$ cat src/hw/rtl/motion_profile_interpolator_defines.svh
// Assertion macros for the motion profile interpolator.
`ifndef MOTION_PROFILE_INTERPOLATOR_DEFINES_SVH
`define MOTION_PROFILE_INTERPOLATOR_DEFINES_SVH

`ifndef ASSERT_OFF
// Checked only outside reset.
`define MPI_ASSERT(label, clk, rst_n, prop, msg) \
  label: assert property (@(posedge clk) disable iff (!rst_n) prop) else $error(msg);
// Checked at every edge, reset included.
`define MPI_ASSERT_ALWAYS(label, clk, prop, msg) \
  label: assert property (@(posedge clk) prop) else $error(msg);
`else
`define MPI_ASSERT(label, clk, rst_n, prop, msg)
`define MPI_ASSERT_ALWAYS(label, clk, prop, msg)
`endif

`endif

$ cat src/hw/rtl/mpi_pkg.sv
// Types and constants shared by the motion profile interpolator modules.
package mpi_pkg;

  typedef enum logic [1:0] {
    MODE_ACCEL_DECEL = 2'd0,
    MODE_ACCEL       = 2'd1,
    MODE_DECEL       = 2'd2,
    MODE_LINEAR      = 2'd3
  } mode_t;

  localparam int POS_W  = 8;
  localparam int IDX_W  = 16;
  localparam int SQ_W   = 2 * IDX_W;
  localparam int COEF_W = 10;
  localparam int NUM_W  = 41;
  localparam int DEN_W  = SQ_W + 1;
  localparam int Q_W    = 8;
  localparam int IN_W   = 2 * POS_W + 2 * IDX_W;

  // One item in the divider: num / den, quotient built MSB first.
  typedef struct packed {
    logic [NUM_W-1:0] rem;
    logic [DEN_W-1:0] den;
    logic [Q_W-1:0]   quo;
    logic [POS_W-1:0] start;
    logic             rev;
  } div_t;

endpackage

$ cat src/hw/rtl/mpi_prep.sv
// Front stages: operand clean-up, squares, profile term and numerator.
module mpi_prep (
  input  logic                           clk,
  input  logic                           rst_n,
  input  mpi_pkg::mode_t                 mode,
  input  logic                           in_valid,
  output logic                           in_ready,
  input  logic [mpi_pkg::POS_W-1:0]      start_pos,
  input  logic [mpi_pkg::POS_W-1:0]      end_pos,
  input  logic [mpi_pkg::IDX_W-1:0]      idx,
  input  logic [mpi_pkg::IDX_W-1:0]      cnt,
  output logic                           out_valid,
  input  logic                           out_ready,
  output mpi_pkg::div_t                  out_data
);

  typedef struct packed {
    mpi_pkg::mode_t              mode;
    logic [mpi_pkg::IDX_W-1:0]   fn;
    logic [mpi_pkg::IDX_W-1:0]   in;
    logic [mpi_pkg::IDX_W-1:0]   rest;
    logic [mpi_pkg::POS_W-1:0]   span;
    logic [mpi_pkg::POS_W-1:0]   start;
    logic                        rev;
    logic                        lt;
    logic                        eq;
  } s1_t;

  typedef struct packed {
    mpi_pkg::mode_t              mode;
    logic [mpi_pkg::SQ_W-1:0]    ff;
    logic [mpi_pkg::SQ_W-1:0]    prod;
    logic [mpi_pkg::POS_W-1:0]   span;
    logic [mpi_pkg::POS_W-1:0]   start;
    logic                        rev;
    logic                        lt;
    logic                        eq;
  } s2_t;

  typedef struct packed {
    logic [mpi_pkg::SQ_W-1:0]    term;
    logic [mpi_pkg::COEF_W-1:0]  coef;
    logic [mpi_pkg::SQ_W-1:0]    addend;
    logic [mpi_pkg::SQ_W-1:0]    ff;
    logic [mpi_pkg::POS_W-1:0]   start;
    logic                        rev;
  } s3_t;

  logic  v1_r, v2_r, v3_r, v4_r;
  logic  r1, r2, r3, r4;
  s1_t   s1_r, s1_nxt;
  s2_t   s2_r, s2_nxt;
  s3_t   s3_r, s3_nxt;
  mpi_pkg::div_t s4_r, s4_nxt;

  logic [mpi_pkg::IDX_W-1:0]   mul_a, mul_b;
  logic [mpi_pkg::POS_W-2:0]   half;
  logic [mpi_pkg::NUM_W-1:0]   num_full;

  assign r4       = !v4_r || out_ready;
  assign r3       = !v3_r || r4;
  assign r2       = !v2_r || r3;
  assign r1       = !v1_r || r2;
  assign in_ready = r1;

  // Stage 1: zero count reads as one, index saturates at the count.
  always_comb begin
    s1_nxt.mode  = mode;
    s1_nxt.fn    = (cnt == '0) ? mpi_pkg::IDX_W'(1) : cnt;
    s1_nxt.in    = (idx > s1_nxt.fn) ? s1_nxt.fn : idx;
    s1_nxt.rest  = s1_nxt.fn - s1_nxt.in;
    s1_nxt.rev   = start_pos > end_pos;
    s1_nxt.span  = s1_nxt.rev ? (start_pos - end_pos) : (end_pos - start_pos);
    s1_nxt.start = start_pos;
    s1_nxt.lt    = {s1_nxt.in, 1'b0} < {1'b0, s1_nxt.fn};
    s1_nxt.eq    = {s1_nxt.in, 1'b0} == {1'b0, s1_nxt.fn};
  end

  // Stage 2: f squared and the mode's product.
  always_comb begin
    case (s1_r.mode)
      mpi_pkg::MODE_ACCEL: begin
        mul_a = s1_r.in;
        mul_b = s1_r.in;
      end
      mpi_pkg::MODE_DECEL: begin
        mul_a = s1_r.rest;
        mul_b = s1_r.rest;
      end
      mpi_pkg::MODE_LINEAR: begin
        mul_a = s1_r.in;
        mul_b = s1_r.fn;
      end
      default: begin
        mul_a = s1_r.lt ? s1_r.in : s1_r.rest;
        mul_b = mul_a;
      end
    endcase
    s2_nxt.mode  = s1_r.mode;
    s2_nxt.ff    = {{mpi_pkg::IDX_W{1'b0}}, s1_r.fn} * {{mpi_pkg::IDX_W{1'b0}}, s1_r.fn};
    s2_nxt.prod  = {{mpi_pkg::IDX_W{1'b0}}, mul_a} * {{mpi_pkg::IDX_W{1'b0}}, mul_b};
    s2_nxt.span  = s1_r.span;
    s2_nxt.start = s1_r.start;
    s2_nxt.rev   = s1_r.rev;
    s2_nxt.lt    = s1_r.lt;
    s2_nxt.eq    = s1_r.eq;
  end

  // Stage 3: numerator = coef * term + addend.
  // Past the midpoint: 4h*(ff - 2*rest^2) + (D odd ? ff : 0).
  always_comb begin
    half          = s2_r.span[mpi_pkg::POS_W-1:1];
    s3_nxt.ff     = s2_r.ff;
    s3_nxt.start  = s2_r.start;
    s3_nxt.rev    = s2_r.rev;
    s3_nxt.addend = '0;
    s3_nxt.term   = s2_r.prod;
    s3_nxt.coef   = {1'b0, s2_r.span, 1'b0};
    case (s2_r.mode)
      mpi_pkg::MODE_DECEL: begin
        s3_nxt.term = s2_r.ff - s2_r.prod;
      end
      mpi_pkg::MODE_ACCEL_DECEL: begin
        if (s2_r.lt) begin
          s3_nxt.coef = {half, 3'b000};
        end else if (s2_r.eq) begin
          s3_nxt.term = s2_r.ff;
          s3_nxt.coef = {2'b00, half, 1'b0};
        end else begin
          s3_nxt.term   = s2_r.ff - {s2_r.prod[mpi_pkg::SQ_W-2:0], 1'b0};
          s3_nxt.coef   = {1'b0, half, 2'b00};
          s3_nxt.addend = s2_r.span[0] ? s2_r.ff : '0;
        end
      end
      default: begin
        s3_nxt.term = s2_r.prod;
      end
    endcase
  end

  // Stage 4: form the numerator and the denominator 2*f*f.
  always_comb begin
    num_full     = {{(mpi_pkg::NUM_W - mpi_pkg::COEF_W){1'b0}}, s3_r.coef}
                 * {{(mpi_pkg::NUM_W - mpi_pkg::SQ_W){1'b0}}, s3_r.term}
                 + {{(mpi_pkg::NUM_W - mpi_pkg::SQ_W){1'b0}}, s3_r.addend};
    s4_nxt.rem   = num_full;
    s4_nxt.den   = {s3_r.ff, 1'b0};
    s4_nxt.quo   = '0;
    s4_nxt.start = s3_r.start;
    s4_nxt.rev   = s3_r.rev;
  end

  always_ff @(posedge clk) begin
    if (!rst_n) begin
      v1_r <= 1'b0;
      v2_r <= 1'b0;
      v3_r <= 1'b0;
      v4_r <= 1'b0;
    end else begin
      if (r1) v1_r <= in_valid;
      if (r2) v2_r <= v1_r;
      if (r3) v3_r <= v2_r;
      if (r4) v4_r <= v3_r;
    end
  end

  always_ff @(posedge clk) begin
    if (r1 && in_valid) s1_r <= s1_nxt;
    if (r2 && v1_r)     s2_r <= s2_nxt;
    if (r3 && v2_r)     s3_r <= s3_nxt;
    if (r4 && v3_r)     s4_r <= s4_nxt;
  end

  assign out_valid = v4_r;
  assign out_data  = s4_r;

endmodule

$ cat src/hw/rtl/mpi_div_stage.sv
// One restoring division stage: settles a single quotient bit.
module mpi_div_stage #(
  parameter int BIT = 7
) (
  input  logic          clk,
  input  logic          rst_n,
  input  logic          in_valid,
  output logic          in_ready,
  input  mpi_pkg::div_t in_data,
  output logic          out_valid,
  input  logic          out_ready,
  output mpi_pkg::div_t out_data
);

  logic                      valid_r;
  mpi_pkg::div_t             data_r, data_nxt;
  logic [mpi_pkg::NUM_W-1:0] trial;
  logic                      fits;

  assign in_ready = !valid_r || out_ready;

  always_comb begin
    trial    = mpi_pkg::NUM_W'(in_data.den) << BIT;
    fits     = in_data.rem >= trial;
    data_nxt = in_data;
    if (fits) begin
      data_nxt.rem      = in_data.rem - trial;
      data_nxt.quo[BIT] = 1'b1;
    end
  end

  always_ff @(posedge clk) begin
    if (!rst_n) begin
      valid_r <= 1'b0;
    end else if (in_ready) begin
      valid_r <= in_valid;
    end
  end

  always_ff @(posedge clk) begin
    if (in_ready && in_valid) data_r <= data_nxt;
  end

  assign out_valid = valid_r;
  assign out_data  = data_r;

endmodule

$ cat src/hw/rtl/motion_profile_interpolator.sv
// Motion profile interpolator: top level with mode register and output stage.
//
// Input stream in_*: one transaction per move query carrying start and end
// positions, frame index i and frame count f. Output stream out_*: one
// transaction per input with the interpolated position, floored.
// cfg_*: writes the profile mode (0 accel-decel, 1 accelerate, 2 decelerate,
// 3 linear); always ready; write only while no transaction is in flight.
// Pipeline: four front stages (clean-up, squares, profile term, numerator),
// eight restoring divider stages of one quotient bit each, one output stage.
// Throughput is one transaction per cycle while out_tready does not stall;
// the divider chain sets the depth. Each stage has its own valid bit and
// moves when its successor has room, so a stall on out_tready fills empty
// stages first; in_tready falls only when all thirteen stages hold data.
// Nothing is lost or repeated under a stall.
// Reset empties the pipeline and sets the mode to linear.
`include "motion_profile_interpolator_defines.svh"

module motion_profile_interpolator (
  input  logic        clk,
  input  logic        rst_n,
  input  logic        in_tvalid,
  output logic        in_tready,
  // [7:0] start_position, [15:8] end_position, [31:16] frame_index,
  // [47:32] frame_count
  input  logic [47:0] in_tdata,
  output logic        out_tvalid,
  input  logic        out_tready,
  // [7:0] position
  output logic [7:0]  out_tdata,
  input  logic        cfg_valid,
  output logic        cfg_ready,
  input  logic [1:0]  cfg_data
);

  localparam int STAGES = mpi_pkg::Q_W;

  mpi_pkg::mode_t mode_r;

  logic          dv_valid [STAGES+1];
  logic          dv_ready [STAGES+1];
  mpi_pkg::div_t dv_data  [STAGES+1];

  logic                      out_valid_r;
  logic [mpi_pkg::POS_W-1:0] pos_r, pos_nxt;
  logic                      fin_ready;
  logic [mpi_pkg::Q_W-1:0]   ceil_q;

  assign cfg_ready = 1'b1;

  always_ff @(posedge clk) begin
    if (!rst_n) begin
      mode_r <= mpi_pkg::MODE_LINEAR;
    end else if (cfg_valid) begin
      mode_r <= mpi_pkg::mode_t'(cfg_data);
    end
  end

  mpi_prep u_prep (
    .clk       (clk),
    .rst_n     (rst_n),
    .mode      (mode_r),
    .in_valid  (in_tvalid),
    .in_ready  (in_tready),
    .start_pos (in_tdata[7:0]),
    .end_pos   (in_tdata[15:8]),
    .idx       (in_tdata[31:16]),
    .cnt       (in_tdata[47:32]),
    .out_valid (dv_valid[0]),
    .out_ready (dv_ready[0]),
    .out_data  (dv_data[0])
  );

  for (genvar g = 0; g < STAGES; g++) begin : g_div
    mpi_div_stage #(
      .BIT (STAGES - 1 - g)
    ) u_stage (
      .clk       (clk),
      .rst_n     (rst_n),
      .in_valid  (dv_valid[g]),
      .in_ready  (dv_ready[g]),
      .in_data   (dv_data[g]),
      .out_valid (dv_valid[g+1]),
      .out_ready (dv_ready[g+1]),
      .out_data  (dv_data[g+1])
    );
  end

  // Reverse moves mirror from the end: end + D = start, minus the ceiling.
  assign fin_ready         = !out_valid_r || out_tready;
  assign dv_ready[STAGES]  = fin_ready;
  assign ceil_q            = dv_data[STAGES].quo
                           + mpi_pkg::Q_W'(dv_data[STAGES].rem != '0);
  assign pos_nxt           = dv_data[STAGES].rev ? (dv_data[STAGES].start - ceil_q)
                                                 : (dv_data[STAGES].start
                                                    + dv_data[STAGES].quo);

  always_ff @(posedge clk) begin
    if (!rst_n) begin
      out_valid_r <= 1'b0;
    end else if (fin_ready) begin
      out_valid_r <= dv_valid[STAGES];
    end
  end

  always_ff @(posedge clk) begin
    if (fin_ready && dv_valid[STAGES]) pos_r <= pos_nxt;
  end

  assign out_tvalid = out_valid_r;
  assign out_tdata  = pos_r;

  `MPI_ASSERT_ALWAYS(a_mode_reset, clk, !rst_n |=> mode_r == mpi_pkg::MODE_LINEAR, "mode not linear after reset")
  `MPI_ASSERT(a_rem_below_den, clk, rst_n, dv_valid[STAGES] |-> dv_data[STAGES].rem < mpi_pkg::NUM_W'(dv_data[STAGES].den), "division left remainder not below divisor")
  `MPI_ASSERT(a_full_only_on_stall, clk, rst_n, !in_tready |-> (out_tvalid && !out_tready), "input blocked without an output stall")

endmodule

$ cat config.mk
export PLATFORM = sky130hd
export DESIGN_NAME = motion_profile_interpolator
export DESIGN_NICKNAME = d
export VERILOG_FILES = /design/src/hw/rtl/mpi_pkg.sv /design/src/hw/rtl/mpi_prep.sv /design/src/hw/rtl/mpi_div_stage.sv /design/src/hw/rtl/motion_profile_interpolator.sv
export VERILOG_INCLUDE_DIRS = /design/src /design/src/hw/rtl
export SDC_FILE = /design/constraint.sdc
export NUM_CORES = 2
export LEC_CHECK = 0
export ABC_AREA = 1
export BUFFER_PORTS_ARGS = -buffer_cell sky130_fd_sc_hd__buf_2
export CORE_UTILIZATION = 46
export DETAILED_ROUTE_END_ITERATION = 10
export HOLD_SLACK_MARGIN = 0.1
export PLACE_DENSITY = 0.61
export SYNTH_ARGS = -nofsm -noshare
export SYNTH_HDL_FRONTEND = slang
export SYNTH_HIERARCHICAL = 1
export SYNTH_SLANG_ARGS = --single-unit
$ cat constraint.sdc
create_clock -name clk -period 8.2 [get_ports clk]
set_input_delay 0 -clock clk [delete_from_list [all_inputs] [get_ports clk]]
set_output_delay 0 -clock clk [all_outputs]
set_load 0.1 [all_outputs]
# Word-level counts from Yosys, hierarchy flattened
# Index checks and enable logic that the tools add are counted.
# totals
regBits,1034
elab_cells,196
# classes
n_lt_le_gt_ge,11
bitwise_logic,2
mul,3
reduce_logical,45
mux,23
addsub,17
eq_ne,5
# op_table
cell,n
$mux 41,9
$mux 32,4
$mul 16x16->32,2
$pmux 32 s2,1
$sub 32x32->32,2
$mux 16,3
$pmux 16 s3,1
$mux 42,1
$add 41x32->41,1
$ge 41x33->1,1
$ge 41x34->1,1
$ge 41x35->1,1
$ge 41x36->1,1
$ge 41x37->1,1
$ge 41x38->1,1
$ge 41x39->1,1
$ge 41x40->1,1
$mul 10x32->41,1
$reduce_bool 41->1,1
$sub 41x33->41,1
$sub 41x34->41,1
$sub 41x35->41,1
$sub 41x36->41,1
$sub 41x37->41,1
other kinds (24),67

# Depth between registers and ports, before layout
# logic_depth
word_depth,15
depth_mapped,30

# Hierarchy
# The synthesis kept the hierarchy.
# by_module_without_submodules
mod,seq_area_each_um2,instances,area_each_um2,cells_per_inst
mpi_prep,10470.0,1,45767.6,5462
mpi_div_stage (g_div[7].u_stage),2752.6,1,6635.1,916
mpi_div_stage (g_div[6].u_stage),2752.6,1,6601.3,942
mpi_div_stage (g_div[4].u_stage),2752.6,1,6517.5,864
mpi_div_stage (g_div[5].u_stage),2752.6,1,6503.7,919
mpi_div_stage (g_div[3].u_stage),2752.6,1,6391.1,859
mpi_div_stage (g_div[2].u_stage),2752.6,1,6322.3,841
mpi_div_stage (g_div[1].u_stage),2752.6,1,6108.4,825
mpi_div_stage (g_div[0].u_stage),2752.6,1,5915.7,761
motion_profile_interpolator,300.3,1,1377.6,208

# Least setup slack after synthesis
# No wires, ideal clock.
# synth_timing
kind,reg-to-reg
startpoint,reg out_valid_r (netlist: out_tvalid)
endpoint,"reg g_div[0].u_stage.data_r, in the netlist g_div[0].u_stage/out_data[0], enable pin"
t_required_ns,7.630
setup_ns,0.570
stages_incl_launch_ff,18
arrival_ns,6.010
path_buffers,0
setup_slack_ns,1.619
period_less_slack_ns,6.581
cell_sequence,dfxtp_1 -> nand2_1 -> inv_1 -> nand2_1 -> inv_1 -> nand2_1 -> inv_1 -> nand2_1 -> inv_1 -> nand2_1 -> inv_1 -> nand2_1 -> inv_1 -> nand2_1 -> inv_1 -> nand2_1 -> inv_1 -> a21oi_1
# synth_lines
element,line_no,source
from (decl),motion_profile_interpolator.sv:43,logic out_valid_r;
from (signal assigned),motion_profile_interpolator.sv:101,out_valid_r <= dv_valid[STAGES];
to (signal assigned),mpi_div_stage.sv:41,if (in_ready && in_valid) data_r <= data_nxt;
to (decl),mpi_div_stage.sv:16,"mpi_pkg::div_t data_r, data_nxt;"

==> results.md <==
- Clock latency on the worst-skew pair: roughly 800 ps
- Gpl congestion: ~0.99
- Non-Filler Instances: about 16000
- Max-Cap Viols: 0
- Critical register-to-register path endpoint: u_prep/s2_r[44]$_DFFE_PP_
- DRT antenna net count: 0
- Critical Path Sink: u_prep/s2_r[44]$_DFFE_PP_
- Core area: roughly 210000 um2
- DP Cell Count: approximately 15000
- Crit path time final: approximately 7600 ps
- Port Buffers: 64
- R2R depth: 23
- TritonRoute pass-1 iters: 7
- Setup_tns: 0 ps
- Die Y: 461.6 um
- Max_slew headroom: 23.56%
- CP arrival: 8080 ps
- Sw frac: around half
- Post-Route Skew: approximately 64 ps
- Vias in the first global route: about 80000
- Post_cts resized: 0
- Pwr dens: roughly 390 nW/um2
- Ports: 66
- Logic gate share of total power: between 60 and 70%
- Filler Cells Inserted: 20806
- VDD IR-drop max: around 0.8 mV
- Synth-to-layout area growth: 8.336%
- Via count: approximately 80000
- Final #Nets: roughly 14000
- Syn Area/Cell: between 7 and 8 um2
- Status: finished, final reports clean
- Final period util: a little over 90%
- Worst setup path startpoint: u_prep/s1_r[67]$_DFFE_PP_
- Remaining Overflow, GRT: 0
- Post-DP Area: approximately 100000 um2
- Largest net degree at the start of global routing: 76
- Reg-to-reg slack, setup: just over 600 ps
- Slew Limit Fails: 0
- Via density: about 5.2
- Path type of the worst setup path: reg -> reg
- H-tree levels: 3
- Clock slew at reported path FFs: approximately 60 ps
- HP Class: in -> reg
- Design Power: roughly 41000 uW
- First-pass GRT wire length: approximately 500000 um
- Die Span X: between 400 and 500 um
- Sink Count: 1064
- RSZ-0062 raised after global routing: no
- 1st-iter DRT viols: ~7700
- Critical path endpoint category: flip-flop
- Critical R2R Launch: u_prep/s1_r[67]$_DFFE_PP_
- Die footprint: between 200000 and 250000 um2
- Longest Clk Path Bufs: 3
- Layout cell share with drive strength beyond 1: between 5 and 6%
- CTS tree: built
- Cells after synthesis: 12564
- DR WL/cell: approximately 21 um
- Clock power share: between 10% and 20%
- Antenna violations before repair: 9
- Sw Pwr: approximately 21000 uW
- Final HPWL DP: ~270000 um
- # hold bufs at CTS: between 80 and 90
- Critical path launch point type: flip-flop
- WL final: ~330000 um
- CP required: ~8700 ps
- Final Util: about 50%
- Sequential cell fraction of total power: 19.1%
- CP Max Fanout: 27
- YS warnings: 6
- Standard-cell rows: around 170
- Postcts setup bufs: 0
- Leak Pwr: between 0.05 and 0.06 uW
- Final Setup Violations: 0
- Total GRT Usage: 30.82%
- CTS Root Cell: clkbuf_16
- Initial Util: between 40% and 50%
- Post-route DRC: 0
- HP Start: in_tdata[37]
- Worst-margin pin slew: around 1100 ps
- Mapped Area: between 90000 and 100000 um2
- Total CTS buffers: ~120
- Hold Vio Cnt, Final: 0
- Power Internal: 20360 uW
- Design area: around 110000 um2
- Fmax: about 0.13 GHz
## sequential cells by signal (all words and copies together), names as in the netlist, 2 cells and up
signal	count
u_prep/half	7
g_div.u_stage/out_valid	8
g_div.u_stage/out_data	695
u_prep/s2_r	77
out_tdata	8
u_prep/s1_r	69
u_prep/s3_r	112
u_prep/out_data	81
mode_r	2
## worst min path at each step
stage | cells after the start | slack, ps | endpoint
6_report | 2 | 190 | u_prep/s1_r[56]$_DFFE_PP_
5_1_grt | 2 | 140 | u_prep/s1_r[54]$_DFFE_PP_
4_1_cts | 2 | 100 | u_prep/s1_r[57]$_DFFE_PP_
3_5_place_dp | 1 | 220 | u_prep/s1_r[10]$_DFFE_PP_
3_3_place_gp | 1 | 220 | u_prep/s1_r[10]$_DFFE_PP_
2_1_floorplan | 1 | 80 | mode_r[0]$_SDFFE_PN1P_
## layout by cell type (no fill, tap or decap), drive strengths merged, types with 113 or more instances in the layout
master,n
nand2,4350
inv,2707
edfxtp,1049
nor2,932
ha,707
fa,611
nand3,505
a21oi,463
xor2,226
o21ai,221
clkbuf,134
buf,116
nand4,113
## critical path, stage by stage, from the launching register on
cell	delay [ps]
edfxtp_1	690
inv_2	350
nor2_2	220
inv_2	110
o221ai_1	230
nand2_1	160
inv_1	510
nand2_1	160
fa_1	570
inv_1	60
fa_1	480
fa_1	580
fa_1	440
fa_1	500
inv_1	50
fa_1	470
inv_1	40
ha_1	370
a21oi_1	330
o21ai_0	220
a21oi_1	250
nand3_1	220
a21oi_1	220
xnor2_1	80
## power groups by stage
stage          sequential [uW]  clock (uW)  combinational (uW)
2_1_floorplan             7640           0               19300
3_3_place_gp              8000           0               28000
3_5_place_dp              8000           0               27800
4_1_cts                   7890        5860               28000
5_1_grt                   7920        6060               31400
6_report                  7910        5720               27900
## cell type report
class,count,area (um2),share of cell area (%)
clock buffers,134,3098,2.943
flip-flops and latches,1064,31800,30.21
inverters,2704,10160,9.650
diodes,5,12.51,0.01189
repair buffers,197,1521,1.446
well taps,2805,3510,3.335
multi-input cells,8588,54070,51.38
clock inverters,94,1077,1.024
## stage by stage
stage / hold WS, ps / worst slack (ps)
5_1_grt: 141.0 / 252.8
4_1_cts: 101.9 / 667.4
2_1_floorplan: 84.10 / 1619
3_5_place_dp: 222.1 / 663.8
3_3_place_gp: 223.5 / 687.1
6_report: 193.3 / 604.4
## layer usage
metal	vias to the layer above	share of wire, %	track usage, %
met2	2842	45	49.44
li1	39076	-	-
met4	6	3.7	10.19
met3	441	6.8	4.182
met5	-	0.011	0
met1	38710	44	42.85
No activity file was read; power rests on OpenSTA's default activity.
